`src/rtl/core/cpl_pkg.sv`:
```
package cpl_pkg;

   localparam int MAX_PINS     = 8;
   localparam int MAX_LEDS_DEF = 56;
   localparam int PIN_W        = 4;
   localparam int CSR_IDX_W    = 4;
   localparam int CSR_DATA_W   = 16;

   localparam logic [1:0] ACT_TICK    = 2'd0;
   localparam logic [1:0] ACT_REFRESH = 2'd1;
   localparam logic [1:0] ACT_SET     = 2'd2;

   localparam logic [CSR_IDX_W-1:0] CSR_ACTIVE_PINS = CSR_IDX_W'(0);
   localparam logic [CSR_IDX_W-1:0] CSR_HOLD_TIME   = CSR_IDX_W'(1);

   localparam logic [3:0]  ACTIVE_PINS_RST = 4'd3;
   localparam logic [15:0] HOLD_TIME_RST   = 16'd833;
   localparam logic [15:0] TICKS_MAX       = 16'hFFFF;
   localparam logic [7:0]  PHASE_RST       = 8'hC0;
   localparam logic [7:0]  PHASE_STEP      = 8'h40;
   localparam logic [7:0]  LEVEL_FULL      = 8'hFF;

   typedef struct packed {
      logic [1:0] action;
      logic [5:0] led_index;
      logic [7:0] led_level;
   } req_type;

   typedef struct packed {
      logic [7:0] pin_output_mask;
      logic [7:0] pin_high_mask;
      logic       analog_active;
      logic [7:0] analog_duty;
      logic       lit_valid;
      logic [5:0] lit_index;
      logic       refreshed;
   } rsp_type;

   typedef struct packed {
      logic             done;
      logic [PIN_W-1:0] anode;
      logic [PIN_W-1:0] cathode;
   } pair_type;

   // pin positions past the eighth do not show in the masks
   function automatic logic [7:0] pin_bit(input logic [PIN_W-1:0] pos);
      logic [7:0] b;
      b = '0;
      if (pos < PIN_W'(8)) b = 8'(1) << pos;
      return b;
   endfunction

endpackage

```
`src/rtl/core/cpl_level_mem.sv`:
```
module cpl_level_mem import cpl_pkg::*; #(
   parameter int DEPTH = MAX_LEDS_DEF,
   parameter int AW    = $clog2(DEPTH)
) (
   input  logic          clock,
   input  logic          reset,
   input  logic          wr_en,
   input  logic [AW-1:0] wr_addr,
   input  logic [7:0]    wr_data,
   input  logic          rd_en,
   input  logic [AW-1:0] rd_addr,
   output logic [7:0]    rd_data
);

   logic [7:0]       mem_ff [DEPTH];
   logic [DEPTH-1:0] vld_ff;
   logic [7:0]       rd_data_ff;

   always_ff @(posedge clock) begin
      if (wr_en) mem_ff[wr_addr] <= wr_data;
   end

   // entries never written read as zero
   always_ff @(posedge clock) begin
      if (reset) begin
         vld_ff <= '0;
      end else if (wr_en) begin
         vld_ff[wr_addr] <= 1'b1;
      end
   end

   always_ff @(posedge clock) begin
      if (rd_en) rd_data_ff <= vld_ff[rd_addr] ? mem_ff[rd_addr] : 8'd0;
   end

   assign rd_data = rd_data_ff;

endmodule

```
`src/rtl/core/cpl_pair_walk.sv`:
```
module cpl_pair_walk import cpl_pkg::*; #(
   parameter int AW = 6
) (
   input  logic             clock,
   input  logic             reset,
   input  logic             start,
   input  logic [AW-1:0]    target,
   input  logic [PIN_W-1:0] pins,
   output pair_type         pair
);

   logic             busy_ff, busy_in;
   logic [AW-1:0]    tgt_ff, tgt_in;
   logic [AW-1:0]    n_ff, n_in;
   logic [PIN_W-1:0] pass_ff, pass_in;
   logic [PIN_W-1:0] pin_ff, pin_in;
   logic             dir_ff, dir_in;
   logic             hit;
   logic [PIN_W:0]   reach;

   // one LED number per cycle: forward pair, then reverse pair, then next pin
   always_comb begin
      hit     = busy_ff && (n_ff == tgt_ff);
      reach   = {1'b0, pin_ff} + {1'b0, pass_ff} + (PIN_W+1)'(1);
      busy_in = busy_ff;
      tgt_in  = tgt_ff;
      n_in    = n_ff;
      pass_in = pass_ff;
      pin_in  = pin_ff;
      dir_in  = dir_ff;
      if (start) begin
         busy_in = 1'b1;
         tgt_in  = target;
         n_in    = '0;
         pass_in = PIN_W'(1);
         pin_in  = '0;
         dir_in  = 1'b0;
      end else if (hit) begin
         busy_in = 1'b0;
      end else if (busy_ff) begin
         n_in = n_ff + AW'(1);
         if (!dir_ff) begin
            dir_in = 1'b1;
         end else begin
            dir_in = 1'b0;
            if (reach >= {1'b0, pins}) begin
               pass_in = pass_ff + PIN_W'(1);
               pin_in  = '0;
            end else begin
               pin_in = pin_ff + PIN_W'(1);
            end
         end
      end
   end

   always_ff @(posedge clock) begin
      if (reset) begin
         busy_ff <= 1'b0;
      end else begin
         busy_ff <= busy_in;
      end
   end

   always_ff @(posedge clock) begin
      tgt_ff  <= tgt_in;
      n_ff    <= n_in;
      pass_ff <= pass_in;
      pin_ff  <= pin_in;
      dir_ff  <= dir_in;
   end

   assign pair.done    = hit;
   assign pair.anode   = dir_ff ? pin_ff + pass_ff : pin_ff;
   assign pair.cathode = dir_ff ? pin_ff : pin_ff + pass_ff;

   a_walk_bound: assert property (@(posedge clock) disable iff (reset)
      busy_ff |-> n_ff <= tgt_ff)
      else $error("pair walk passed its target");

   a_pair_distinct: assert property (@(posedge clock) disable iff (reset)
      pair.done |-> pair.anode != pair.cathode)
      else $error("anode equals cathode");

endmodule

```
`src/rtl/core/charlieplex_led_scanner.sv`:
```
// channel  dir  handshake                payload
// req      in   req_valid / req_stall    req_data  (req_type)
// rsp      out  rsp_valid / rsp_stall    rsp_data  (rsp_type)
// csr      in   csr_valid / csr_ready    csr_index, csr_data
//
// One beat in, one beat out. Tick without refresh, set and no-op go from idle to the
// final state, then into the output register. Refresh reads up to count entries
// of the level memory, steps the pair walker to the first lit index found, then
// registers the result; with nothing lit the scan ends in the final state.
// Reset clears the level memory at once through per-entry valid bits; no clearing pass.
// A result held by rsp_stall sits in the output register; the next beat is
// still taken and its result waits in the final state until the register frees.
module charlieplex_led_scanner import cpl_pkg::*; #(
   parameter int MAX_LEDS = MAX_LEDS_DEF
) (
   input  logic                  clock,
   input  logic                  reset,
   input  logic                  req_valid,
   output logic                  req_stall,
   input  req_type               req_data,
   output logic                  rsp_valid,
   input  logic                  rsp_stall,
   output rsp_type               rsp_data,
   input  logic                  csr_valid,
   output logic                  csr_ready,
   input  logic [CSR_IDX_W-1:0]  csr_index,
   input  logic [CSR_DATA_W-1:0] csr_data
);

   localparam int AW = $clog2(MAX_LEDS);
   localparam int CW = $clog2(MAX_LEDS + 1);

   localparam logic [1:0] ST_IDLE = 2'd0;
   localparam logic [1:0] ST_SCAN = 2'd1;
   localparam logic [1:0] ST_WALK = 2'd2;
   localparam logic [1:0] ST_DONE = 2'd3;

   logic [1:0]  state_ff, state_in;
   logic [3:0]  act_pins_ff, act_pins_in;
   logic [15:0] hold_ff, hold_in;
   logic [15:0] elapsed_ff, elapsed_in;
   logic        cur_valid_ff, cur_valid_in;
   logic [AW-1:0] cur_led_ff, cur_led_in;
   logic [7:0]  phase_ff, phase_in;
   logic [7:0]  den_ff, den_in;
   logic [7:0]  dlv_ff, dlv_in;
   logic [8:0]  ana_ff, ana_in;
   logic        refreshed_ff, refreshed_in;
   logic [AW-1:0] idx_ff, idx_in;
   logic [CW-1:0] left_ff, left_in;
   logic        chk_ff, chk_in;
   logic [AW-1:0] chk_idx_ff, chk_idx_in;
   logic [AW-1:0] hit_idx_ff, hit_idx_in;
   logic [7:0]  level_ff, level_in;
   logic        rsp_valid_ff, rsp_valid_in;
   rsp_type     rsp_ff, rsp_in;

   logic [PIN_W-1:0]   pins;
   logic [2*PIN_W-1:0] prod;
   logic [CW-1:0]      count;
   logic [CW-1:0]      start_pos;
   logic [CW-1:0]      next_pos;
   logic [CW+5:0]      set_idx_ext;
   logic [CW+5:0]      count_ext;
   logic [15:0]        ticks_inc;
   logic               req_accept;
   logic               csr_write;
   logic               same;
   logic [7:0]         phase_next;
   logic [7:0]         an_bit;
   logic [7:0]         ca_bit;

   logic               mem_wr;
   logic               mem_rd;
   logic [7:0]         mem_rdata;
   logic               walk_start;
   pair_type           pair;

   assign req_accept = req_valid && !req_stall;
   assign csr_ready  = 1'b1;
   assign csr_write  = csr_valid && csr_ready;

   // pins clamped to [2, MAX_PINS], LED count clamped to memory depth
   always_comb begin
      if (act_pins_ff < 4'd2) pins = PIN_W'(2);
      else if (int'(act_pins_ff) > MAX_PINS) pins = PIN_W'(MAX_PINS);
      else pins = PIN_W'(act_pins_ff);
      prod  = (2*PIN_W)'(pins) * (2*PIN_W)'(pins - PIN_W'(1));
      count = (int'(prod) > MAX_LEDS) ? CW'(MAX_LEDS) : CW'(prod);
   end

   always_comb begin
      start_pos = cur_valid_ff ? CW'(cur_led_ff) + CW'(1) : '0;
      if (start_pos >= count) start_pos = '0;
      next_pos = CW'(idx_ff) + CW'(1);
      if (next_pos >= count) next_pos = '0;
      set_idx_ext = (CW+6)'(req_data.led_index);
      count_ext   = (CW+6)'(count);
      ticks_inc   = (elapsed_ff == TICKS_MAX) ? elapsed_ff : elapsed_ff + 16'd1;
      same        = cur_valid_ff && (cur_led_ff == hit_idx_ff);
      phase_next  = phase_ff + PHASE_STEP;
      an_bit      = pin_bit(pair.anode);
      ca_bit      = pin_bit(pair.cathode);
   end

   always_comb begin
      act_pins_in = act_pins_ff;
      hold_in     = hold_ff;
      if (csr_write) begin
         case (csr_index)
            CSR_ACTIVE_PINS: act_pins_in = csr_data[3:0];
            CSR_HOLD_TIME:   hold_in     = csr_data;
            default: ;
         endcase
      end
   end

   always_comb begin
      state_in     = state_ff;
      elapsed_in   = elapsed_ff;
      cur_valid_in = cur_valid_ff;
      cur_led_in   = cur_led_ff;
      phase_in     = phase_ff;
      den_in       = den_ff;
      dlv_in       = dlv_ff;
      ana_in       = ana_ff;
      refreshed_in = refreshed_ff;
      idx_in       = idx_ff;
      left_in      = left_ff;
      chk_in       = chk_ff;
      chk_idx_in   = chk_idx_ff;
      hit_idx_in   = hit_idx_ff;
      level_in     = level_ff;
      rsp_valid_in = rsp_valid_ff && rsp_stall;
      rsp_in       = rsp_ff;
      mem_wr       = 1'b0;
      mem_rd       = 1'b0;
      walk_start   = 1'b0;

      case (state_ff)
         ST_IDLE: begin
            if (req_accept) begin
               refreshed_in = 1'b0;
               state_in     = ST_DONE;
               case (req_data.action)
                  ACT_TICK: begin
                     if (ticks_inc >= hold_ff) begin
                        elapsed_in   = '0;
                        refreshed_in = 1'b1;
                        state_in     = ST_SCAN;
                     end else begin
                        elapsed_in = ticks_inc;
                     end
                  end
                  ACT_REFRESH: begin
                     refreshed_in = 1'b1;
                     state_in     = ST_SCAN;
                  end
                  ACT_SET: begin
                     mem_wr = set_idx_ext < count_ext;
                  end
                  default: ;
               endcase
               if (state_in == ST_SCAN) begin
                  idx_in  = AW'(start_pos);
                  left_in = count;
                  chk_in  = 1'b0;
               end
            end
         end
         ST_SCAN: begin
            // read one entry per cycle, check the previous read's data
            mem_rd     = left_ff != '0;
            chk_in     = mem_rd;
            chk_idx_in = idx_ff;
            if (mem_rd) begin
               left_in = left_ff - CW'(1);
               idx_in  = AW'(next_pos);
            end
            if (chk_ff && mem_rdata != 8'd0) begin
               level_in   = mem_rdata;
               hit_idx_in = chk_idx_ff;
               walk_start = 1'b1;
               chk_in     = 1'b0;
               state_in   = ST_WALK;
            end else if (!chk_ff && left_ff == '0) begin
               cur_valid_in = 1'b0;
               cur_led_in   = '0;
               den_in       = '0;
               dlv_in       = '0;
               ana_in       = '0;
               state_in     = ST_DONE;
            end
         end
         ST_WALK: begin
            if (pair.done) begin
               phase_in = phase_next;
               if (!same) begin
                  den_in = an_bit | ca_bit;
                  dlv_in = (level_ff > phase_next) ? an_bit : 8'd0;
                  ana_in = '0;
               end else if (level_ff == LEVEL_FULL) begin
                  dlv_in = dlv_ff | an_bit;
                  ana_in = '0;
               end else begin
                  dlv_in = dlv_ff & ~an_bit;
                  ana_in = {1'b1, level_ff};
               end
               cur_valid_in = 1'b1;
               cur_led_in   = hit_idx_ff;
               state_in     = ST_DONE;
            end
         end
         ST_DONE: begin
            if (!rsp_valid_in) begin
               rsp_valid_in           = 1'b1;
               rsp_in.pin_output_mask = den_ff;
               rsp_in.pin_high_mask   = dlv_ff;
               rsp_in.analog_active   = ana_ff[8];
               rsp_in.analog_duty     = ana_ff[8] ? ana_ff[7:0] : 8'd0;
               rsp_in.lit_valid       = cur_valid_ff;
               rsp_in.lit_index       = cur_valid_ff ? 6'(cur_led_ff) : 6'd0;
               rsp_in.refreshed       = refreshed_ff;
               state_in               = ST_IDLE;
            end
         end
         default: state_in = ST_IDLE;
      endcase
   end

   always_ff @(posedge clock) begin
      if (reset) begin
         state_ff     <= ST_IDLE;
         act_pins_ff  <= ACTIVE_PINS_RST;
         hold_ff      <= HOLD_TIME_RST;
         elapsed_ff   <= '0;
         cur_valid_ff <= 1'b0;
         cur_led_ff   <= '0;
         phase_ff     <= PHASE_RST;
         den_ff       <= '0;
         dlv_ff       <= '0;
         ana_ff       <= '0;
         chk_ff       <= 1'b0;
         rsp_valid_ff <= 1'b0;
      end else begin
         state_ff     <= state_in;
         act_pins_ff  <= act_pins_in;
         hold_ff      <= hold_in;
         elapsed_ff   <= elapsed_in;
         cur_valid_ff <= cur_valid_in;
         cur_led_ff   <= cur_led_in;
         phase_ff     <= phase_in;
         den_ff       <= den_in;
         dlv_ff       <= dlv_in;
         ana_ff       <= ana_in;
         chk_ff       <= chk_in;
         rsp_valid_ff <= rsp_valid_in;
      end
   end

   always_ff @(posedge clock) begin
      refreshed_ff <= refreshed_in;
      idx_ff       <= idx_in;
      left_ff      <= left_in;
      chk_idx_ff   <= chk_idx_in;
      hit_idx_ff   <= hit_idx_in;
      level_ff     <= level_in;
      rsp_ff       <= rsp_in;
   end

   cpl_level_mem #(
      .DEPTH (MAX_LEDS),
      .AW    (AW)
   ) u_mem (
      .clock   (clock),
      .reset   (reset),
      .wr_en   (mem_wr),
      .wr_addr (AW'(req_data.led_index)),
      .wr_data (req_data.led_level),
      .rd_en   (mem_rd),
      .rd_addr (idx_ff),
      .rd_data (mem_rdata)
   );

   cpl_pair_walk #(
      .AW (AW)
   ) u_walk (
      .clock  (clock),
      .reset  (reset),
      .start  (walk_start),
      .target (chk_idx_ff),
      .pins   (pins),
      .pair   (pair)
   );

   assign req_stall = state_ff != ST_IDLE;
   assign rsp_valid = rsp_valid_ff;
   assign rsp_data  = rsp_ff;

   a_hit_in_range: assert property (@(posedge clock) disable iff (reset)
      state_ff == ST_WALK |-> CW'(hit_idx_ff) < count)
      else $error("found LED beyond count");

   a_dark_masks: assert property (@(posedge clock) disable iff (reset)
      rsp_valid_ff && !rsp_ff.lit_valid |->
         rsp_ff.pin_output_mask == 8'd0 && rsp_ff.pin_high_mask == 8'd0)
      else $error("pins driven with no LED lit");

   a_analog_lit: assert property (@(posedge clock) disable iff (reset)
      rsp_valid_ff && rsp_ff.analog_active |-> rsp_ff.lit_valid)
      else $error("analog duty with no LED lit");

   a_chk_scan_only: assert property (@(posedge clock) disable iff (reset)
      state_ff != ST_SCAN |-> !chk_ff)
      else $error("pending read check outside scan");

   a_walk_in_walk: assert property (@(posedge clock) disable iff (reset)
      pair.done |-> state_ff == ST_WALK)
      else $error("pair walk finished outside walk state");

endmodule
```
`config.mk`:
```
export PLATFORM = sky130hd
export DESIGN_NAME = charlieplex_led_scanner
export DESIGN_NICKNAME = d
export VERILOG_FILES = /design/src/rtl/core/cpl_pkg.sv /design/src/rtl/core/cpl_level_mem.sv /design/src/rtl/core/cpl_pair_walk.sv /design/src/rtl/core/charlieplex_led_scanner.sv
export SDC_FILE = /design/constraint.sdc
export NUM_CORES = 1
export LEC_CHECK = 0
export BUFFER_PORTS_ARGS = -buffer_cell sky130_fd_sc_hd__buf_4
export CAP_MARGIN = 20
export CORE_MARGIN = 3
export CORE_UTILIZATION = 40
export CTS_CLUSTER_DIAMETER = 150
export DETAILED_ROUTE_END_ITERATION = 7
export MAX_ROUTING_LAYER = met4
export PLACE_DENSITY = 0.65
export SETUP_SLACK_MARGIN = 0.1
export SYNTH_ARGS = -nofsm -noshare
export SYNTH_HDL_FRONTEND = slang
export SYNTH_SLANG_ARGS = --single-unit
```
`constraint.sdc`:
```
create_clock -name clock -period 20.5 [get_ports clock]
set_input_delay 0 -clock clock [delete_from_list [all_inputs] [get_ports clock]]
set_output_delay 0 -clock clock [all_outputs]
set_load 0.005 [all_outputs]
```
==> flow_metrics.tcl, run 1 <==
set metrics [dict create \
    antenna_found_initial 3 \
    viasPerCell 5.539 \
    drt-wirelength-per-cell_um 22.22 \
    clock_path_buffers 3 \
    critPathRequiredTime_ns 20.74 \
    synthMuxAreaShare_pct 11.98 \
    pre_cts_slack_ns 12.92 \
    hold_path.class "in -> reg" \
    power.density_nw_per_um2 101.7 \
    drive_gt1_share_pct 17.23 \
    port_buffers 75 \
    crit_type "reg -> reg" \
    path_max_fanout 8 \
    ir_worst_vdd_mv 0.07327 \
    synth_largest_area_cell "edfxtp_1" \
    clockRootBuffer "clkbuf_16" \
    worstMarginPinSlew_ns 1.047 \
    ant_nets 0 \
    first_pass_iters 6 \
    grt-busiest-layer "met2" \
    status "completed" \
    comb_power_share_pct 17.0 \
    grt_max_degree 78 \
    synthSimpleGateAreaFrac_pct 7.771 \
    synth-seq-area-share_pct 64.38 \
    synth_top_family_by_area "multiplexers" \
    syn_inst 1981 \
    synth_seq_cells 668 \
    path_cells "inv_1 -> and2_1 -> inv_1 -> ha_1 -> nor3b_4 -> nand2_1 -> fa_1 -> fa_1 -> inv_1 -> fa_1 -> fa_1 -> a21o_2 -> a21oi_1 -> xnor2_2 -> or2_2 -> nor2_1 -> ha_1 -> or4b_2 -> nor4_1 -> nor2b_1 -> a32oi_1 -> buf_4 -> nor2_1" \
    crit_path_top_delay_cell "or4b_2" \
    use_met3_pct 3.994 \
    cp_slowest_stage_delay_ns 0.70 \
    slew_violations 0 \
    ios 77 \
    holdWs_ns 0.01562 \
    die_area_um2 75480 \
    swShare_pct 26.09 \
    fin_nets 2218 \
    setup_ws_ns 12.93 \
    synth_cell_types 75 \
    numCtsBuffers 67 \
    slew_headroom_pct 30.22 \
    syn2layout_area_growth_pct 14.63 \
    synth_warnings 0 \
    post-route-period-util_pct 36.92 \
    dr_total_vias 17148 \
    rows 97 \
    startpoint "act_pins_ff[3]$_SDFFE_PP0P_" \
    gr-usage-met1_pct 24.04 \
    dpl.hpwl_mm 43.75 \
    synthAdderAreaFrac_pct 3.686 \
    synth.area.top_cells "edfxtp_1 54%, dfxtp_1 10%, mux4_2 9.6%, ha_1 3.0%, nor2_1 1.9%" \
    synth_compound_area_share_pct 7.337 \
    fin_skew_ns 0.02606 \
    crit_family "simple AND/OR/NAND/NOR gates" \
    drtIter0Drc 1685 \
    final_util_pct 46.80 \
    worst_setup_path_start_kind "flip-flop" \
    post-route-min-period_ns 7.569 \
    hold_violations 0 \
    ys.flop_type "edfxtp_1" \
    routed_wl_mm 68.81 \
    min_from "req_data[6]" \
    cellInternalPower_mw 2.489 \
    yosysTopAreaCellShare_pct 54.26 \
    synth_xor_area_share_pct 1.858 \
    grt_use_total_pct 18.86 \
    clock_latency_ns 0.62 \
    fin_area_um2 33110 \
    ys_top_cells_by_count "522 x edfxtp_1, 148 x nor2_1, 146 x dfxtp_1, 123 x mux4_2, 122 x nand2_1" \
    end_kind "flip-flop" \
    die_height_um 274.7 \
    cts.clk_slew.worst_paths_ns 0.06 \
    place.gp.congestion 0.8745 \
    tns_ns 0 \
    crit_top_cell "fa_1" \
    met2_usage_pct 30.10 \
    cts.sinks 668 \
    synth-edff-count 522 \
    placed_cell_area_um2 30320 \
    p_leak_nw 11.23 \
    cts_resized 0 \
    yosysMostFrequentCell "edfxtp_1" \
    core_region_area_um2 70760 \
    cts_tree "done" \
    grt_pass1_vias 17290 \
    initial_core_util_pct 40.83 \
    max_freq_mhz 132.1 \
    grt.overflow.total 0 \
    setup_viol 0 \
    async_flop_share_pct 0 \
    critPathBufInv 4 \
    htreeDepth 3 \
    dieWidth_um 274.7 \
    r2r_start "act_pins_ff[3]$_SDFFE_PP0P_" \
    rsz0062_at_grt "false" \
    netlist_area_um2 28890 \
    avgSynthCellArea_um2 14.58 \
    clkPwrFrac_pct 37.6 \
    drc_errors 0 \
    p_switching_mw 0.8787 \
    grt_pass1_wl_mm 104.7 \
    maxCapViolations 0 \
    arrival_ns 7.81 \
    seqPwrFrac_pct 45.5 \
]
[layout by cell type, fill, tap and decap left out, types with 10 or more instances in the layout]
| cell type | netlist | routed |
|---|---|---|
| edfxtp_1 | 522 | 522 |
| nor2_1 | 148 | 147 |
| dfxtp_1 | 146 | 146 |
| mux4_2 | 123 | 123 |
| nand2_1 | 122 | 122 |
| inv_1 | 109 | 109 |
| a21oi_1 | 104 | 104 |
| buf_4 | 9 | 91 |
| clkbuf_16 | 0 | 70 |
| ha_1 | 69 | 69 |
| o21ai_0 | 56 | 56 |
| dlygate4sd3_1 | 0 | 49 |
| nand3_1 | 47 | 47 |
| mux2i_1 | 43 | 43 |
| o22ai_1 | 40 | 40 |
| xnor2_1 | 30 | 30 |
| xor2_1 | 25 | 25 |
| nor2b_1 | 24 | 24 |
| mux2_2 | 23 | 23 |
| and2_1 | 21 | 21 |
| nand2b_1 | 20 | 20 |
| clkinv_1 | 0 | 18 |
| nor3_1 | 16 | 16 |
| a21o_1 | 14 | 14 |
| nand4_1 | 13 | 13 |
| a22oi_1 | 13 | 13 |
| a32o_1 | 10 | 10 |
| clkbuf_1 | 55 | 10 |
[sequential cells by signal, indices dropped and copies added (netlist names), 9 cells and up]
name	cells
hold_ff	16
elapsed_ff	16
ana_ff	9
u_mem.vld_ff	56
rsp_data	33
u_mem.mem_ff	448
[what timing repair did]
item,CTS,global route
endpoints found under the hold margin,188,0
hold buffers,49,0
setup endpoints to repair,0,0
buffers inserted,0,0
[worst reg2reg max path: cells and delay by family (launching register included)]
family / cells / cell delay, ns
DFF: 1 / 0.50
buffers and inverters: 4 / 0.62
adders and majority gates: 6 / 2.40
and+or+nand+nor: 9 / 2.89
AOI/OAI and AO/OA: 3 / 0.56
xor gates and xnor gates: 1 / 0.23
[final timing paths]
check                                   to  slack [ns]  cells past startpoint
max          u_mem.mem_ff[55][6]$_DFFE_PP_       12.93                     23
min          u_mem.mem_ff[32][6]$_DFFE_PP_        0.02                      1
max reg2reg  u_mem.mem_ff[55][6]$_DFFE_PP_       12.93                     23
min reg2reg        hit_idx_ff[0]$_DFFE_PP_        0.41                      0
[per-stage QoR]
step                power (mW)  cells
finish                   3.367   3096
global route             3.500   3096
CTS                      3.388   3091
detailed placement       2.121   2919
global placement         2.112   2919
floorplan                1.945   1982
[power groups by stage]
stage / Combinational (mW) / Clock, mW / Sequential (mW)
after floorplan: 0.398 / 0 / 1.55
after CTS: 0.568 / 1.29 / 1.53
after global routing: 0.617 / 1.35 / 1.54
final: 0.571 / 1.26 / 1.53
after detailed placement: 0.560 / 0 / 1.56
after global placement: 0.552 / 0 / 1.56
[metal layers]
layer	routed length [µm]	vias up
met3	4942	128
li1	-	7782
met5	0	-
met2	33010	638
met1	28700	8600
met4	2155	0
[area by class of cell]
cell class	instances	area [µm²]
timing repair buffer	142	1196
antenna	3	7.507
inverter	109	409.1
multi-input combinational	1111	9450
fill	6003	37640
sequential	668	18600
clock buffer	84	1836
clock inverter	39	440.4
tap	940	1176
[logic make-up (layout without fill, tap and decap cells)]
group,Yosys count,count (layout)
AND/OR/NAND/NOR,467,467
other,2,6
buffers and inverters,203,374
flip-flops,668,668
adder cells (fa/ha/maj),80,80
XOR/XNOR,58,58
AO/OA/AOI/OAI,314,314
multiplexers,189,189
Note: power is estimated with default switching activity, not from simulation.
==> run 2, diff against run 1 <==
Clock period 20.5 ns to 7.4 ns, I/O delays scaled along.
==> flow_metrics.tcl, run 2 (synthesis results as in run 1) <==
set metrics [dict create \
    status "completed" \
    power.density_nw_per_um2 276.6 \
    fin_cells 3112 \
    final_cell_mix "522 x edfxtp_1, 145 x dfxtp_1, 123 x mux4_2, 122 x nand2_1, 112 x buf_4" \
    seqPwrFrac_pct 45.8 \
    p_switching_mw 2.462 \
    first_pass_iters 5 \
    die_area_um2 75480 \
    dieWidth_um 274.7 \
    fin_skew_ns 0.02716 \
    crit_type "reg -> reg" \
    hold_path.class "in -> reg" \
    port_buffers 75 \
    end_kind "flip-flop" \
    hold_depth 3 \
    ir_worst_vdd_mv 0.1909 \
    maxCapViolations 0 \
    cellInternalPower_mw 6.819 \
    placed_cell_area_um2 30450 \
    min_from "req_data[13]" \
    htreeDepth 3 \
    post-route-min-period_ns 7.048 \
    numCtsBuffers 66 \
    grt.overflow.total 0 \
    ant_nets 0 \
    cts.sinks 668 \
    arrival_ns 7.31 \
    dp_cells 2935 \
    comb_power_share_pct 17.2 \
    critPathRequiredTime_ns 7.66 \
    fin_nets 2238 \
    tns_ns 0 \
    max_freq_mhz 141.9 \
    drtIter0Drc 1647 \
    clock_latency_ns 0.61 \
    core_region_area_um2 70760 \
    p_leak_nw 11.31 \
    grt_pass1_wl_mm 103.4 \
    clock_path_buffers 3 \
    initial_core_util_pct 40.83 \
    grt_pass1_vias 17143 \
    post-route-period-util_pct 95.24 \
    largest_register_ffs 448 \
    hold_violations 0 \
    cts_tree "done" \
    routed_wl_mm 68.34 \
    ios 77 \
    regMostFlops "u_mem.mem_ff" \
    dr_total_vias 17357 \
    viasPerCell 5.577 \
    rsz0062_at_grt "true" \
    grt_use_total_pct 18.55 \
    cts.clk_slew.worst_paths_ns 0.06 \
    clkPwrFrac_pct 37.0 \
    r2r_cells 23 \
    place.gp.congestion 0.8660 \
    total_power_mw 9.281 \
    die_height_um 274.7 \
    drc_errors 0 \
    r2r_start "act_pins_ff[1]$_SDFFE_PP1P_" \
    antenna_found_initial 1 \
    grt_max_degree 119 \
    syn2layout_area_growth_pct 16.15 \
    worstMarginPinSlew_ns 1.125 \
    slew_violations 0 \
    fin_area_um2 33550 \
    slew_headroom_pct 24.76 \
    drive_gt1_share_pct 20.64 \
    dpl.hpwl_mm 42.82 \
    path_max_fanout 8 \
    holdWs_ns 0.05999 \
    final_common_cell "edfxtp_1" \
    setup_viol 0 \
    clockRootBuffer "clkbuf_16" \
    drt-wirelength-per-cell_um 21.96 \
    swShare_pct 26.52 \
    startpoint "act_pins_ff[1]$_SDFFE_PP1P_" \
    rows 97 \
    worst_setup_path_start_kind "flip-flop" \
]
[run 2: changes by cell type in the layout (fill, tap and decap cells not counted), sizes merged, moves of 2 or more]
| cell | change |
|---|---|
| clkbuf | -5 |
| diode | -2 |
| dlygate4sd3 | -5 |
| inv | -3 |
| clkinv | +4 |
| buf | +26 |
[run 2: per-stage QoR]
step | utilization (%) | setup WS [ns]
6_report | 47.42 | 0.3524
5_1_grt | 47.42 | -0.04284
4_1_cts | 46.95 | 0.001197
3_5_place_dp | 43.03 | -0.1453
3_3_place_gp | 43.02 | 0.09003
2_1_floorplan | - | 0.7035
[run 2: area by class of cell]
class                   count  area (µm²)
diodes                      1       2.502
repair buffers            162        1381
inverters                 109       409.1
clock buffers              80        1777
clock inverters            40       444.2
multi-input cells        1112        9763
well taps                 940        1176
fillers                  6017       37200
flip-flops and latches    668       18600
[run 2: critical path: stages (launching register included)]
cell and delay [ns]:
dfxtp_1 0.33, nand2b_1 0.17, and2_1 0.21, inv_1 0.15
ha_1 0.21, nor3b_4 0.28, nand2_1 0.11, fa_1 0.51
fa_1 0.52, inv_1 0.05, fa_1 0.51, fa_1 0.47
a21o_2 0.20, a21oi_1 0.24, xnor2_2 0.23, or2_2 0.23
nor2_1 0.10, ha_1 0.19, or4b_2 0.74, or2_2 0.35
nor3_2 0.16, a32oi_1 0.14, buf_4 0.26, nor2_2 0.34
[run 2: per-layer routing]
layer | up-vias | global-route usage (%) | wire length (µm)
met3 | 116 | 3.628 | 5141
met4 | 0 | 4.596 | 1449
met5 | - | - | 0
met2 | 721 | 29.29 | 32760
met1 | 8697 | 24.84 | 28990
li1 | 7823 | - | -
[run 2: final timing paths]
path                                   end  slack [ns]
max          u_mem.mem_ff[40][3]$_DFFE_PP_        0.35
min reg2reg          rsp_data[0]$_DFFE_PP_        0.41
min          u_mem.mem_ff[37][5]$_DFFE_PP_        0.06
max reg2reg  u_mem.mem_ff[40][3]$_DFFE_PP_        0.35
[run 2: what timing repair did]
| action | 4_1_cts | 5_1_grt |
|---|---|---|
| hold buffers | 44 | 0 |
| gates resized for setup | 23 | 55 |
| buffers inserted | 3 | 6 |
| setup endpoints to repair | 212 | 432 |
| cloned | 0 | 1 |
| hold endpoints to repair | 420 | 0 |
| pin swaps | 2 | 6 |
[run 2: power by group through the flow]
stage          combinational (mW)  clock [mW]  sequential (mW)
2_1_floorplan                1.10           0             4.29
3_3_place_gp                 1.53           0             4.32
3_5_place_dp                 1.56           0             4.33
4_1_cts                      1.59        3.50             4.25
5_1_grt                      1.73        3.66             4.26
6_report                     1.60        3.43             4.25
==> run 3, diff against run 2 <==
Settings changed: ABC_AREA set to 1.
==> flow_metrics.tcl, run 3 <==
set metrics [dict create \
    cp_slowest_stage_delay_ns 0.62 \
    fillers 6744 \
    rows 99 \
    crit_path_top_delay_cell "nor2_1" \
    setup_ws_ns 0.6251 \
    grt_max_degree 132 \
    path_max_fanout 10 \
    critical_path_depth 26 \
    htreeDepth 3 \
    p_leak_nw 11.93 \
    die_height_um 280.0 \
    routed_wl_mm 80.28 \
    netlist_area_um2 30020 \
    post-route-min-period_ns 6.775 \
    antenna_found_initial 0 \
    core_region_area_um2 73700 \
    end_kind "flip-flop" \
    synth_cell_types 54 \
    power.density_nw_per_um2 295.1 \
    final_cell_mix "522 x edfxtp_1, 391 x nand2_1, 337 x nor2_1, 312 x o21ai_0, 196 x inv_1" \
    slew_headroom_pct 26.51 \
    synth_top_family_by_area "simple AND/OR/NAND/NOR gates" \
    numCtsBuffers 71 \
    avgSynthCellArea_um2 10.54 \
    pre_cts_slack_ns 0.4788 \
    place.gp.congestion 0.9240 \
    r2r_start "act_pins_ff[3]$_SDFFE_PP0P_" \
    hold_violations 1 \
    cts.sinks 668 \
    total_power_mw 10.05 \
    ys_top_cells_by_count "522 x edfxtp_1, 391 x nand2_1, 337 x nor2_1, 312 x o21ai_0, 198 x inv_1" \
    synth_seq_cells 668 \
    ios 77 \
    synthAdderAreaFrac_pct 3.476 \
    ys.flop_type "edfxtp_1" \
    syn_inst 2849 \
    yosysTopAreaCellShare_pct 52.21 \
    use_met3_pct 3.678 \
    grt-busiest-layer "met2" \
    ir_worst_vdd_mv 0.2381 \
    cts_tree "done" \
    tns_ns 0 \
    fin_skew_ns 0.02085 \
    syn2layout_area_growth_pct 13.39 \
    clockRootBuffer "clkbuf_16" \
    arrival_ns 7.00 \
    worstMarginPinSlew_ns 1.098 \
    rsz0062_at_grt "false" \
    r2r_cells 26 \
    fin_cells 3914 \
    drtIter0Drc 2326 \
    clock_latency_ns 0.61 \
    gr-usage-met1_pct 27.38 \
    holdWs_ns -0.07500 \
    grt_pass1_wl_mm 122.4 \
    fin_area_um2 34040 \
    hold_path.class "in -> reg" \
    final_common_cell "edfxtp_1" \
    viasPerCell 5.531 \
    synth_warnings 0 \
    max_freq_mhz 147.6 \
    initial_core_util_pct 40.74 \
    setup_viol 0 \
    violations "negative hold slack" \
    drt-wirelength-per-cell_um 20.51 \
    yosysMostFrequentCell "edfxtp_1" \
    largest_register_ffs 448 \
    r2r-end "u_mem.mem_ff[41][3]$_DFFE_PP_" \
    async_flop_share_pct 0 \
    fin_nets 3016 \
    reg2reg_slack_ns 0.63 \
    synthSimpleGateAreaFrac_pct 14.57 \
    holdPathEnd "hold_ff[7]$_SDFFE_PP0P_" \
    synthMuxAreaShare_pct 0.03334 \
    dpl.hpwl_mm 48.72 \
    ant_nets 0 \
    crit_type "reg -> reg" \
    dr_total_vias 21649 \
    grt_use_total_pct 20.81 \
    synth-edff-count 522 \
    placed_cell_area_um2 31290 \
    crit_family "adder cells" \
    status "finished with violations" \
    worst_setup_path_start_kind "flip-flop" \
    synth_largest_area_cell "edfxtp_1" \
    grt.overflow.total 0 \
    first_pass_iters 6 \
    grt_pass1_vias 20787 \
    cts.clk_slew.worst_paths_ns 0.06 \
    hold_depth 5 \
    critPathBufInv 5 \
    drive_gt1_share_pct 10.76 \
    slew_violations 0 \
    n_antenna_cell 0 \
    met2_usage_pct 32.60 \
    synth-seq-area-share_pct 61.94 \
    regMostFlops "u_mem.mem_ff" \
    port_buffers 75 \
    die_area_um2 78380 \
    synth_compound_area_share_pct 14.06 \
    post-route-period-util_pct 91.55 \
    dieWidth_um 280.0 \
    maxCapViolations 0 \
    clock_path_buffers 3 \
    critPathRequiredTime_ns 7.63 \
    min_from "csr_index[1]" \
    synth_xor_area_share_pct 0.8751 \
    synth.area.top_cells "edfxtp_1 52%, dfxtp_1 9.7%, o21ai_0 5.2%, nand2_1 4.9%, nor2_1 4.2%" \
    dp_cells 3749 \
    drc_errors 0 \
]
[run 3: cell families (layout without fill, tap and decap cells)]
group           count (synthesis)  after routing
flops                         668            668
xor+xnor                       30             30
fa+ha+maj                      78             78
other cells                     2              3
compound gates                716            716
buf+inv                       365            470
mux                             1              1
simple gates                  989            989
[run 3: routing by layer]
metal  routed length [µm]  part of all wire, %  vias to the layer above
met5                    0                    0                        -
met4                 2748                  3.4                        0
met3                 6176                  7.7                      162
met2                37490                   47                      909
met1                33870                   42                    10385
li1                     -                    -                    10193
[run 3: cell type report]
cell class                 instances  area (µm²)  share of cell area, %
tap                              959        1200                  3.525
sequential                       668       18600                  54.63
multi-input combinational       1817        9945                  29.21
timing repair buffer             136        1131                  3.322
clock inverter                    44       513.0                  1.507
clock buffer                      87        1888                  5.546
inverter                         203       769.5                  2.260
[run 3: worst max-delay path by stage]
stage,startpoint,end,slack (ns)
final,act_pins_ff[3]$_SDFFE_PP0P_,u_mem.mem_ff[41][3]$_DFFE_PP_,0.63
after CTS,act_pins_ff[3]$_SDFFE_PP0P_,u_mem.mem_ff[22][6]$_DFFE_PP_,0.46
after global routing,act_pins_ff[3]$_SDFFE_PP0P_,u_mem.mem_ff[6][4]$_DFFE_PP_,0.11
after detailed placement,act_pins_ff[3]$_SDFFE_PP0P_,u_mem.mem_ff[22][2]$_DFFE_PP_,0.48
after floorplan,act_pins_ff[3]$_SDFFE_PP0P_,u_mem.mem_ff[32][0]$_DFFE_PP_,1.61
after global placement,act_pins_ff[3]$_SDFFE_PP0P_,u_mem.mem_ff[22][2]$_DFFE_PP_,0.59
[run 3: report_power, final]
group / total [mW] / internal (mW) / leakage [nW] / switching [mW]
clock: 3.66 / 2.16 / 1.17 / 1.51
combinational: 2.10 / 0.601 / 4.87 / 1.50
sequential: 4.28 / 4.19 / 5.89 / 0.0906
[run 3: worst register-to-register path, stage by stage, from the launching register on]
cell and delay (ns):
dfxtp_1 0.57, nor3_1 0.12, nor3_1 0.30, inv_1 0.17
ha_1 0.25, inv_1 0.07, ha_1 0.13, inv_1 0.06
fa_1 0.51, fa_1 0.51, inv_1 0.05, fa_1 0.50
fa_1 0.47, or2_1 0.26, nand3_1 0.07, nor2_1 0.06
nor2_2 0.20, nand3_2 0.13, a21oi_1 0.34, ha_1 0.31
nand2_1 0.11, nor2_4 0.05, nand2_4 0.08, nand2_4 0.05
inv_4 0.19, nand2_2 0.19, nor2_1 0.62
[run 3: per-stage QoR]
stage | hold WS, ns | util (%)
floorplan | 0.09887 | -
global placement | 0.2254 | 42.44
detailed placement | 0.2294 | 42.46
CTS | 0.006175 | 46.11
global route | 0.01643 | 46.19
finish | -0.07500 | 46.19
[run 3: what timing repair did]
action / CTS / global route
resized for setup: 0 / 1
setup buffers: 0 / 0
endpoints found under the setup margin: 0 / 40
hold endpoints to repair: 116 / 3
hold buffers: 29 / 4
